===== config.mk =====
export PLATFORM = sky130hd
export DESIGN_NAME = wpd_ctrl
export DESIGN_NICKNAME = d
export VERILOG_FILES = /design/src/sv/wpd_pkg.sv /design/src/sv/wpd_ctrl.sv
export SDC_FILE = /design/constraint.sdc
export NUM_CORES = 1
export LEC_CHECK = 0
export BUFFER_PORTS_ARGS = -buffer_cell sky130_fd_sc_hd__clkbuf_2
export CAP_MARGIN = 10
export CORE_AREA = 2 2 39 41
export DETAILED_ROUTE_END_ITERATION = 12
export DIE_AREA = 0 0 41 43
export HOLD_SLACK_MARGIN = 0.02
export MAX_ROUTING_LAYER = met4
export PLACE_DENSITY = 0.8
export SYNTH_ARGS = -nofsm -noshare
export SYNTH_HDL_FRONTEND = slang
export SYNTH_SLANG_ARGS = --single-unit

===== constraint.sdc =====
create_clock -name i_clk -period 2.7 [get_ports i_clk]
set_input_delay 0.54 -clock i_clk [delete_from_list [all_inputs] [get_ports i_clk]]
set_output_delay 0.54 -clock i_clk [all_outputs]
set_load 0.05 [all_outputs]

===== src/sv/wpd_pkg.sv =====
// ----------------------------------------------------------------------------
// wpd_pkg: shared types and constants of the waypoint path densifier
// Holds the controller command and status words, the configuration register
// indexes and the arctangent table of the heading unit.
// ----------------------------------------------------------------------------
package wpd_pkg;

    // Configuration register indexes.
    localparam logic REG_STEP_LENGTH = 1'b0;
    localparam logic REG_SPEED       = 1'b1;

    localparam logic [30:0] STEP_LENGTH_RST = 31'd6554;
    localparam logic [30:0] SPEED_RST       = 31'd65536;

    // Heading unit: angles in units of 2^-24 rad.
    localparam int                 CORDIC_ITERS = 24;
    localparam logic signed [28:0] ANG_PI       = 29'sd52707179;
    localparam logic signed [28:0] YAW_MAX      = 29'sd25736;

    // Last iteration indexes of the shared step counter.
    localparam logic [5:0] ROOT_LAST = 6'd32;
    localparam logic [5:0] DIV_LAST  = 6'd31;

    typedef struct packed {
        logic load;
        logic sqr;
        logic sum;
        logic root_step;
        logic cnt_init;
        logic cnt_step;
        logic div_init;
        logic div_step;
        logic prep;
        logic emit;
    } t_cmd;

    typedef struct packed {
        logic skip;
        logic root_last;
        logic cnt_done;
        logic div_last;
        logic emit_end;
    } t_status;

    function automatic logic signed [28:0] f_atan(input logic [4:0] i);
        logic signed [28:0] v;
        case (i)
            5'd0:    v = 29'sd13176795;
            5'd1:    v = 29'sd7778716;
            5'd2:    v = 29'sd4110060;
            5'd3:    v = 29'sd2086331;
            5'd4:    v = 29'sd1047214;
            5'd5:    v = 29'sd524117;
            5'd6:    v = 29'sd262123;
            5'd7:    v = 29'sd131069;
            5'd8:    v = 29'sd65536;
            5'd9:    v = 29'sd32768;
            5'd10:   v = 29'sd16384;
            5'd11:   v = 29'sd8192;
            5'd12:   v = 29'sd4096;
            5'd13:   v = 29'sd2048;
            5'd14:   v = 29'sd1024;
            5'd15:   v = 29'sd512;
            5'd16:   v = 29'sd256;
            5'd17:   v = 29'sd128;
            5'd18:   v = 29'sd64;
            5'd19:   v = 29'sd32;
            5'd20:   v = 29'sd16;
            5'd21:   v = 29'sd8;
            5'd22:   v = 29'sd4;
            5'd23:   v = 29'sd2;
            default: v = 29'sd0;
        endcase
        return v;
    endfunction

endpackage


===== src/sv/wpd_ctrl.sv =====
// ----------------------------------------------------------------------------
// wpd_ctrl: sequencing state machine of the waypoint path densifier
// Steps the datapath through square, root, count, divide and emit phases
// and owns the valid flag of the output register.
// ----------------------------------------------------------------------------
module wpd_ctrl
    import wpd_pkg::*;
(
    input  logic    i_clk,
    input  logic    i_rst_n,
    input  logic    i_in_valid,
    output logic    o_in_stall,
    output logic    o_out_valid,
    input  logic    i_out_stall,
    input  t_status i_st,
    output t_cmd    o_cmd
);

    typedef enum logic [7:0] {
        S_IDLE  = 8'b0000_0001,
        S_SQR   = 8'b0000_0010,
        S_SUM   = 8'b0000_0100,
        S_ROOT  = 8'b0000_1000,
        S_COUNT = 8'b0001_0000,
        S_DIV   = 8'b0010_0000,
        S_PREP  = 8'b0100_0000,
        S_EMIT  = 8'b1000_0000
    } t_state;

    t_state r_state, n_state;
    logic   r_valid, n_valid;
    logic   w_out_free;

    assign w_out_free  = !r_valid || !i_out_stall;
    assign o_in_stall  = (r_state != S_IDLE);
    assign o_out_valid = r_valid;

    always_comb begin
        n_state = r_state;
        o_cmd   = '0;
        case (r_state)
            S_IDLE: begin
                if (i_in_valid) begin
                    o_cmd.load = 1'b1;
                    n_state    = S_SQR;
                end
            end
            S_SQR: begin
                if (i_st.skip) begin
                    n_state = S_EMIT;
                end else begin
                    o_cmd.sqr = 1'b1;
                    n_state   = S_SUM;
                end
            end
            S_SUM: begin
                o_cmd.sum = 1'b1;
                n_state   = S_ROOT;
            end
            S_ROOT: begin
                o_cmd.root_step = 1'b1;
                if (i_st.root_last) begin
                    o_cmd.cnt_init = 1'b1;
                    n_state        = S_COUNT;
                end
            end
            S_COUNT: begin
                if (i_st.cnt_done) begin
                    o_cmd.div_init = 1'b1;
                    n_state        = S_DIV;
                end else begin
                    o_cmd.cnt_step = 1'b1;
                end
            end
            S_DIV: begin
                o_cmd.div_step = 1'b1;
                if (i_st.div_last) begin
                    n_state = S_PREP;
                end
            end
            S_PREP: begin
                o_cmd.prep = 1'b1;
                n_state    = S_EMIT;
            end
            S_EMIT: begin
                if (w_out_free) begin
                    o_cmd.emit = 1'b1;
                    if (i_st.emit_end) begin
                        n_state = S_IDLE;
                    end
                end
            end
            default: begin
                n_state = S_IDLE;
            end
        endcase
    end

    assign n_valid = o_cmd.emit ? 1'b1 : (i_out_stall ? r_valid : 1'b0);

    always_ff @(posedge i_clk) begin
        if (!i_rst_n) begin
            r_state <= S_IDLE;
            r_valid <= 1'b0;
        end else begin
            r_state <= n_state;
            r_valid <= n_valid;
        end
    end

endmodule


; ---- After elaboration in Yosys (flattened, before gate mapping)
; Cells that the tools add are included.
[totals]
register_bits = 9
out_inout_bits = 12
elab_cells = 46
[op_classes]
n_eq_ne = 16
muxes = 24
n_reduce_logical = 4
[ops]
columns = cell, count
row1 = 8-bit case mux with 8 select lines, 1
row2 = 8-bit 2-to-1 mux, 7
row3 = 1-bit 2-to-1 mux, 14
row4 = "2-bit inequality test, second input constant", 6
row5 = "8-bit by 1-bit equality test with 1-bit output, second input constant", 1
row6 = "8-bit by 2-bit equality test with 1-bit output, second input constant", 1
row7 = "8-bit by 3-bit equality test with 1-bit output, second input constant", 1
row8 = "8-bit by 4-bit equality test with 1-bit output, second input constant", 1
row9 = "8-bit by 5-bit equality test with 1-bit output, second input constant", 1
row10 = "8-bit by 6-bit equality test with 1-bit output, second input constant", 1
row11 = "8-bit by 7-bit equality test with 1-bit output, second input constant", 1
row12 = "8-bit equality test, second input constant", 1
row13 = "8-bit by 1-bit inequality test with 1-bit output, second input constant", 1
row14 = 6-bit AND reduction, 1
row15 = 2-bit 2-to-1 mux, 2
row16 = 1-bit logical NOT, 2
row17 = "2-bit by 1-bit inequality test with 1-bit output, second input constant", 1
row18 = 1-bit logical OR, 1

; ---- Logic depth before layout (Yosys ltp)
; Gate-level depths: netlist of the first run.
[logic_depth]
word_depth = 5
ltp_mapped = 6

; ---- Worst setup path after synthesis of the first run
; OpenSTA, ideal clock, no wires.
[synth_path]
kind = register to output
startpoint = reg r_state[6]
endpoint = out o_cmd[4] in the netlist's numbering
t_arrival_ns = 2.428
t_required_ns = 2.160
slack_ns = -0.268
path_stages_with_launch = 3
n_path_buf = 0
cell_sequence = dfxtp_1 > or4_1 > nor4_1
[synth_lines]
columns = item, line
row1 = start: declaration, wpd_ctrl.sv:30  ; t_state r_state, n_state;
row2 = start signal: assignment, wpd_ctrl.sv:106  ; r_state <= n_state;
row3 = end: declaration, wpd_ctrl.sv:16  ; output t_cmd o_cmd

==> impl.org, run 1 <==
** Outcome
- The run finished with clean final reports.

** Place
- Number of I/O port buffers :: 20
- Inst Count DP :: 101
- Detailed placement finished with a half-perimeter wire length of 1.14 mm.
- Placer's final routability congestion estimate :: 0.803
- At the placement stage, the worst setup path has a slack of 0.369 ns.

** Drt
- For this block, the initial DRC count from the detailed router was 22.
- In the routed design, unresolved DRC markers number 0.
- The detailed router placed 605 vias in this run.
- After detailed routing, the number of vias per cell comes to 5.76.
- Routed WL per cell :: 12.9 um
- Wire length after detailed routing :: 1.36 mm
- 1st-pass router iterations :: 4
- Once detail routing completed, the nets flagged for antenna violations numbered 0.

** Global routing
- The first global-routing pass estimated 2.20 mm of wire.
- Vias in the first global route :: 581
- The initial antenna violation count was 0.
- Global routing usage summed across all routing layers :: 18.5%
- Entering global routing, the biggest net connects 7 pins.
- GR Overflow Total :: 0

** Hold path
- The worst hold path passes through 2 cells.
- Hold Path Origin :: o_out_valid$_SDFFE_PN0P_
- Endpoint, Worst Hold :: o_out_valid$_SDFFE_PN0P_
- Hold Crit Class :: reg2reg

** Setup path
- The largest single stage delay on the critical path is 0.55 ns.
- STA classifies the critical path startpoint as a register.
- Critical setup path kind :: reg2out
- At the worst endpoint, the arrival time is 2.06 ns.
- The number of buffers and inverters on the critical path is 1.
- Slowest library cell on the worst path :: sky130_fd_sc_hd__or4_1
- Grouping stages by cell kind, the critical path spends the most delay in simple AND/OR/NAND/NOR gates.
- The startpoint identified for the worst register-to-register timing path is r_state[0]$_SDFFE_PN1P_.
- R2r endpoint :: r_state[0]$_SDFFE_PN1P_
- CP Max Fanout :: 4
- The worst setup path is captured at a primary output.
- Most frequent cell on the critical path :: sky130_fd_sc_hd__or4_1
- The number of cells on the worst reg-to-reg path is 5.
- Critical-path cell list :: or4_1, or4_1, a21oi_1, clkbuf_2
- In this run the register-to-register setup slack is 0.82 ns.
- Data on the critical path is required at its endpoint by 2.16 ns.

** Final layout
- Layout overhead on the synthesized area :: 24.3%
- Share of cells above drive strength 1 :: 33.7%
- The count of cells in the finished layout, fillers not included, comes to 105.
- After the last flow step, the layout net total stands at 99.
- The repair_antennas step left the layout with diodes totalling 0.

** Clock tree
- Bufs on Longest Clock Path :: 2
- Post-cts resize count :: 0
- Post-cts hold buffer count :: 0
- After clock tree synthesis, the clock-pin slew on the worst setup and hold paths is 0.06 ns.
- Counting the buffers created by CTS gives 3.
- Setup bufs post-CTS :: 0
- Clock latency on the worst-skew pair, taken at its later pin, is 0.25 ns.
- Library cell used as clock root buffer :: sky130_fd_sc_hd__clkbuf_4
- Total number of clock tree sinks :: 9
- CTS built an H-tree with a depth of 1.
- TritonCTS built the clock tree.

** Logic synthesis
- Leading cell types by total area after synthesis :: sky130_fd_sc_hd__dfxtp_1 (32%), sky130_fd_sc_hd__a21oi_1 (5.3%), sky130_fd_sc_hd__or4_1 (5.3%), sky130_fd_sc_hd__and3_1 (4.5%), sky130_fd_sc_hd__nor4b_4 (4.2%)
- Synthesized instance count :: 67
- Count of different cell masters after synthesis :: 27
- For this run, the leading register cell type out of synthesis is sky130_fd_sc_hd__dfxtp_1.
- Cell taking the most area after synthesis :: sky130_fd_sc_hd__dfxtp_1
- The number of nets in the synthesized netlist is 76.
- Counting flops with an async set or reset pin after synthesis yields a share of 0%.
- The synthesized design contains 9 register bits.
- Yosys warns :: 0
- Syn Std Cell Area :: 562 um^2
- Of the post-synthesis cell area, the dominant cell type holds 32.1%.
- Ranking of synthesized cells by instance count :: sky130_fd_sc_hd__dfxtp_1 (9), sky130_fd_sc_hd__a21oi_1 (6), sky130_fd_sc_hd__nor2_1 (6)
- Averaged over all synthesized cells, the footprint is 8.38 um^2.
- For this run, the register share of the synthesized area comes to 32.1%.
- sky130_fd_sc_hd__dfxtp_1 is the most common cell in the netlist.
- Yosys mapped a number of flops with a built-in enable equal to 0.

** STA
- Hold timing on the final database bottoms out at a slack of 0.497 ns.
- Measured against its own limit, the worst slew margin works out to 71.3%.
- The number of endpoints with negative hold slack in the final report came to 0.
- Clk_skew :: 0.00224 ns
- Highest clock frequency the design can meet :: 0.385 GHz
- The worst path in the final design needs a cycle of 2.60 ns, including I/O delays and setup.
- Measured slew at the worst slew-check pin :: 0.427 ns
- Final setup margin :: 0.0994 ns
- Final setup violating endpoints :: 0
- The final max-slew violation count was 0.
- Post-route fraction of the period consumed by the critical path :: 96.3%
- Setup total negative slack on the finished layout was measured at 0 ns.
- Setup repair after global routing left no endpoint under its margin.

** Floorplan
- Total die area :: 1760 um^2
- X dimension of the die :: 41 um
- The floorplan step defined a core boundary enclosing 1380 um^2.
- Die Y :: 43 um
- 21 I/O pins were placed.
- After floorplanning, the core was divided into 14 placement rows.
- For this configuration, the core starts out at a cell density of 40.6%.

** Pwr
- Power per Cell Area :: 440 nW/um^2
- VDD sags by at most 0.160 mV.
- Lkg Pwr :: 0.000331 uW

** Job
- Across the run, the number of max-cap violations was 0.
-- cells in the final DEF, fill, tap and decap left out, drive strengths merged, types with 2 or more instances in the layout --
| cell | n |
|---|---|
| or4 | 5 |
| nand2b | 3 |
| and2 | 3 |
| dfxtp | 9 |
| a21oi | 6 |
| o31ai | 2 |
| nor2b | 3 |
| inv | 3 |
| nor4 | 3 |
| nor3 | 5 |
| clkbuf | 24 |
| nor2 | 6 |
| nand2 | 3 |
| and3 | 4 |
-- routing by layer --
metal	wire length, um	track usage (%)	share of wire [%]
met3	53	1.57	3.9
met2	697	29.7	51
met5	0	-	0
met4	34	12.7	2.5
met1	572	20.3	42
-- worst max path at each step --
stage                     cells past startpoint        to  slack, ns                     from
after global placement                        4  o_cmd[0]       0.41  r_state[0]$_SDFFE_PN1P_
final                                         4  o_cmd[0]        0.1  r_state[0]$_SDFFE_PN1P_
after CTS                                     4  o_cmd[0]       0.08  r_state[0]$_SDFFE_PN1P_
after detailed placement                      4  o_cmd[0]       0.37  r_state[0]$_SDFFE_PN1P_
after floorplan                               5  o_cmd[5]       0.11  r_state[0]$_SDFFE_PN1P_
after global routing                          4  o_cmd[0]       0.01  r_state[0]$_SDFFE_PN1P_
-- per-stage QoR --
step	utilization (%)	area [um^2]	power, uW
floorplan	-	571	196
global placement	48.6	672	210
detailed placement	48.6	672	210
CTS	50.5	698	313
global route	50.5	698	327
finish	50.5	698	307
-- where the power goes --
part	total (uW)	internal (uW)	switching [uW]
logic	69.0	23.2	45.8
registers	140	137	3.11
clock network	98.8	56.6	42.2
-- cell type report --
cell class | instances | area (um^2)
Fill cell | 134 | 686
Tap cell | 16 | 20.0
Clock buffer | 4 | 26.3
Multi-Input combinational cell | 53 | 360
Inverter | 3 | 11.3
Timing Repair Buffer | 20 | 100
Sequential cell | 9 | 180
-- sequential cells by signal, indices dropped and copies added, names as in the netlist --
signal / count
r_state: 8
o_out_valid: 1
-- cell families after synthesis --
kind of cell | after synthesis | synth area share (%)
AO/OA/AOI/OAI | 12 | 13.1
buffers and inverters | 5 | 5.35
flip-flops | 9 | 32.1
AND/OR/NAND/NOR | 41 | 49.4
-- worst min-delay path, delay by kind of cell (launching register included) --
family | cells | cell delay [ns]
compound gates | 1 | 0.06
flops | 1 | 0.32
simple gates | 1 | 0.07
No activity file was read; power rests on OpenSTA's default activity.
==> run 2, diff against run 1 <==
--- a/config.mk
+++ b/config.mk
@@ -7,9 +7,10 @@
 export LEC_CHECK = 0
 export BUFFER_PORTS_ARGS = -buffer_cell sky130_fd_sc_hd__clkbuf_2
 export CAP_MARGIN = 10
-export CORE_AREA = 2 2 39 41
+export CORE_AREA = 3 3 40 42
+export CTS_CLUSTER_DIAMETER = 200
 export DETAILED_ROUTE_END_ITERATION = 12
-export DIE_AREA = 0 0 41 43
+export DIE_AREA = 0 0 43 45
 export HOLD_SLACK_MARGIN = 0.02
 export MAX_ROUTING_LAYER = met4
 export PLACE_DENSITY = 0.8
==> impl.org, run 2 (same netlist as run 1, synthesis figures left out) <==
** STA
- Count of final hold-check violations :: 0
- For the final database, setup skew stands at 0.00139 ns.
- Unrepaired setup endpoints after global routing :: no
- Tightest slew margin relative to the limit :: 73.5%
- Setup violations remaining at the end of the flow were counted as 0.
- Measured slew at the worst slew-check pin :: 0.395 ns
- Total Neg Setup Slack :: 0 ns
- Min Tclk post-route :: 2.57 ns
- Post-route fraction of the period consumed by the critical path :: 95.2%
- Count of final max-slew check failures :: 0
- Timing would allow up to 0.389 GHz.

** Clock tree
- In this run the clock root is driven by a sky130_fd_sc_hd__clkbuf_4.
- H-tree depth :: 1
- Total number of clock tree sinks :: 9
- Worst-path clk slew :: 0.06 ns
- The clock passes through at most 2 buffers.
- TritonCTS built the clock tree.
- After clock tree synthesis, the setup repair step added 0 buffers.
- Clock network latency to the later pin of the worst-skew pair :: 0.25 ns
- TritonCTS buffer count :: 3

** Pwr
- The analysis attributes to net switching a power of 92.8 uW.
- Net switching is 30.0% of the power.
- Worst VDD drop :: 0.259 mV
- Total power :: 309 uW
- Design internal power :: 216 uW
- Power per Cell Area :: 444 nW/um^2
- Part of the total power dissipated in the clock network :: 32.2%
- For this design the static power due to leakage is 0.000332 uW.
- Combinational logic burns 22.7% of the power.
- Sequential group share of total power :: 45.1%

** Drt
- Number of nets still failing antenna checks after routing :: 0
- The first detailed-routing pass ran for 4 iterations.
- Dividing the detail-routed via count by the number of cells gives 5.79.
- Wire length after detailed routing :: 1.44 mm
- Vias :: 602
- Routed WL per cell :: 13.8 um
- The first routing iteration left 18 violations.
- After detailed routing, the number of remaining DRC violations is 0.

** Setup path
- Critical setup path kind :: reg2out
- STA classifies the critical path endpoint as a primary output.
- Worst Path Required :: 2.16 ns
- On the worst path, the slowest cell contributes a delay of 0.56 ns.
- Slack of the worst reg-to-reg path :: 0.82 ns
- Traced cell by cell, the critical path runs through or4_1, or4_1, a21oi_1, buf_2.
- STA classifies the critical path startpoint as a register.
- For this design, the slowest cell found on the critical path is sky130_fd_sc_hd__or4_1.
- In this run the worst path has a maximum fanout of 4.
- The critical path crosses 4 cells after its start point.
- The number of buffers and inverters on the critical path is 1.
- Measured in cells, the most critical reg-to-reg path has a length of 5.
- In this design, the critical path's most frequently occurring cell is sky130_fd_sc_hd__or4_1.
- The cell family contributing the most delay on the critical path is simple AND/OR/NAND/NOR gates.
- Endpoint arrival time on the critical path :: 2.03 ns
- Startpoint of the worst-slack reg-to-reg timing path :: r_state[0]$_SDFFE_PN1P_
- R2r endpoint :: r_state[0]$_SDFFE_PN1P_

** Place
- Number of I/O port buffers :: 20
- In this run the cell area measured after placement is 671 um^2.
- Hpwl dp :: 1.16 mm
- Placer's final routability congestion estimate :: 0.867

** Hold path
- Hold Path Origin :: o_out_valid$_SDFFE_PN0P_
- Endpoint, Worst Hold :: o_out_valid$_SDFFE_PN0P_
- Hold Crit Class :: reg2reg
- Hold Path Stages :: 2

** Final layout
- After filler insertion, the fill cell instance count of the layout stands at 122.
- The finished cells cover 697 um^2.
- From synthesis to final layout, the design area changed by 24.1%.
- The post-route netlist has 33.7% of its cells at a drive strength greater than 1.
- The library cell used most frequently in the layout, excluding fill and tap cells, is sky130_fd_sc_hd__clkbuf_2.
- The number of antenna diodes in the final layout is 0.
- # nets final :: 99
- Leaving out fill and tap cells, the most frequent cells in the layout are sky130_fd_sc_hd__clkbuf_2 (19), sky130_fd_sc_hd__dfxtp_1 (9), sky130_fd_sc_hd__a21oi_1 (6), sky130_fd_sc_hd__nor2_1 (5).
- Largest Register :: r_state
- The register with the most flip-flops in the layout has 8 of them.

** Floorplan
- X dimension of the die :: 43 um
- Total die area :: 1940 um^2
- Row generation in the floorplan step produced 13 rows.
- Initial core utilization :: 43.7%
- I/O pins :: 21
- The region available for standard cell placement spans 1280 um^2.
- Die Y :: 45 um

** Global routing
- Global routing usage summed across all routing layers :: 17.8%
- GR Overflow Total :: 0
- Number of antenna violations at the first check in global routing :: 0
- Entering global routing, the biggest net connects 7 pins.
- Global-route wire length before repair :: 2.49 mm
- Vias in the first global route :: 600

** Job
- The tool flagged a number of max-cap violations equal to 0.

** Outcome
- Status :: completed
==> run 2: cell count changes in the layout (fill, tap and decap cells not counted), sizes merged <==
cell	delta
clkbuf	-1
buf	+1
==> run 2: through the flow <==
stage	setup WS, ns	hold WS [ns]	cells	utilization, %
2_1_floorplan	0.108	0.488	67	-
3_3_place_gp	0.410	0.491	100	52.2
3_5_place_dp	0.395	0.501	100	52.2
4_1_cts	0.0951	0.509	104	54.2
5_1_grt	0.00647	0.542	104	54.2
6_report	0.130	0.508	104	54.2
==> run 2: worst max path at each step <==
stage,start,to,slack [ns]
floorplan,r_state[0]$_SDFFE_PN1P_,o_cmd[5],0.11
global placement,r_state[0]$_SDFFE_PN1P_,o_cmd[0],0.41
detailed placement,r_state[0]$_SDFFE_PN1P_,o_cmd[0],0.40
CTS,r_state[0]$_SDFFE_PN1P_,o_cmd[0],0.1
global route,r_state[0]$_SDFFE_PN1P_,o_cmd[0],0.006
finish,r_state[0]$_SDFFE_PN1P_,o_cmd[0],0.13
==> run 2: worst min-delay path: stages, from the launching register on <==
cell and delay (ns):
sky130_fd_sc_hd__dfxtp_1 0.32, sky130_fd_sc_hd__nand2_1 0.08, sky130_fd_sc_hd__a21oi_1 0.06
==> run 2: power groups by stage <==
stage	combinational, uW	clock, uW	sequential [uW]
4_1_cts	70.2	104	139
3_5_place_dp	69.5	0	142
6_report	70.3	99.4	140
2_1_floorplan	54.6	0	142
5_1_grt	76.3	115	140
3_3_place_gp	68.3	0	142
==> run 2: routing by layer <==
metal  GRT usage (%)  wire (um)
met1            19.1        577
met2            25.4        689
met3            6.37        139
met4            16.3         29
met5               -          0
==> run 2: timing repair <==
action,in CTS,in global routing
hold buffers,0,0
resized for setup,0,1
endpoints found under the setup margin,0,1
==> run 2: area by class of cell <==
class	instances	area, um^2	area share (%)
Clock buffer	4	26.3	3.77
Inverter	3	11.3	1.62
Multi-Input combinational cell	53	360	51.7
Sequential cell	9	180	25.9
Tap cell	15	18.8	2.69
Timing Repair Buffer	20	100	14.4
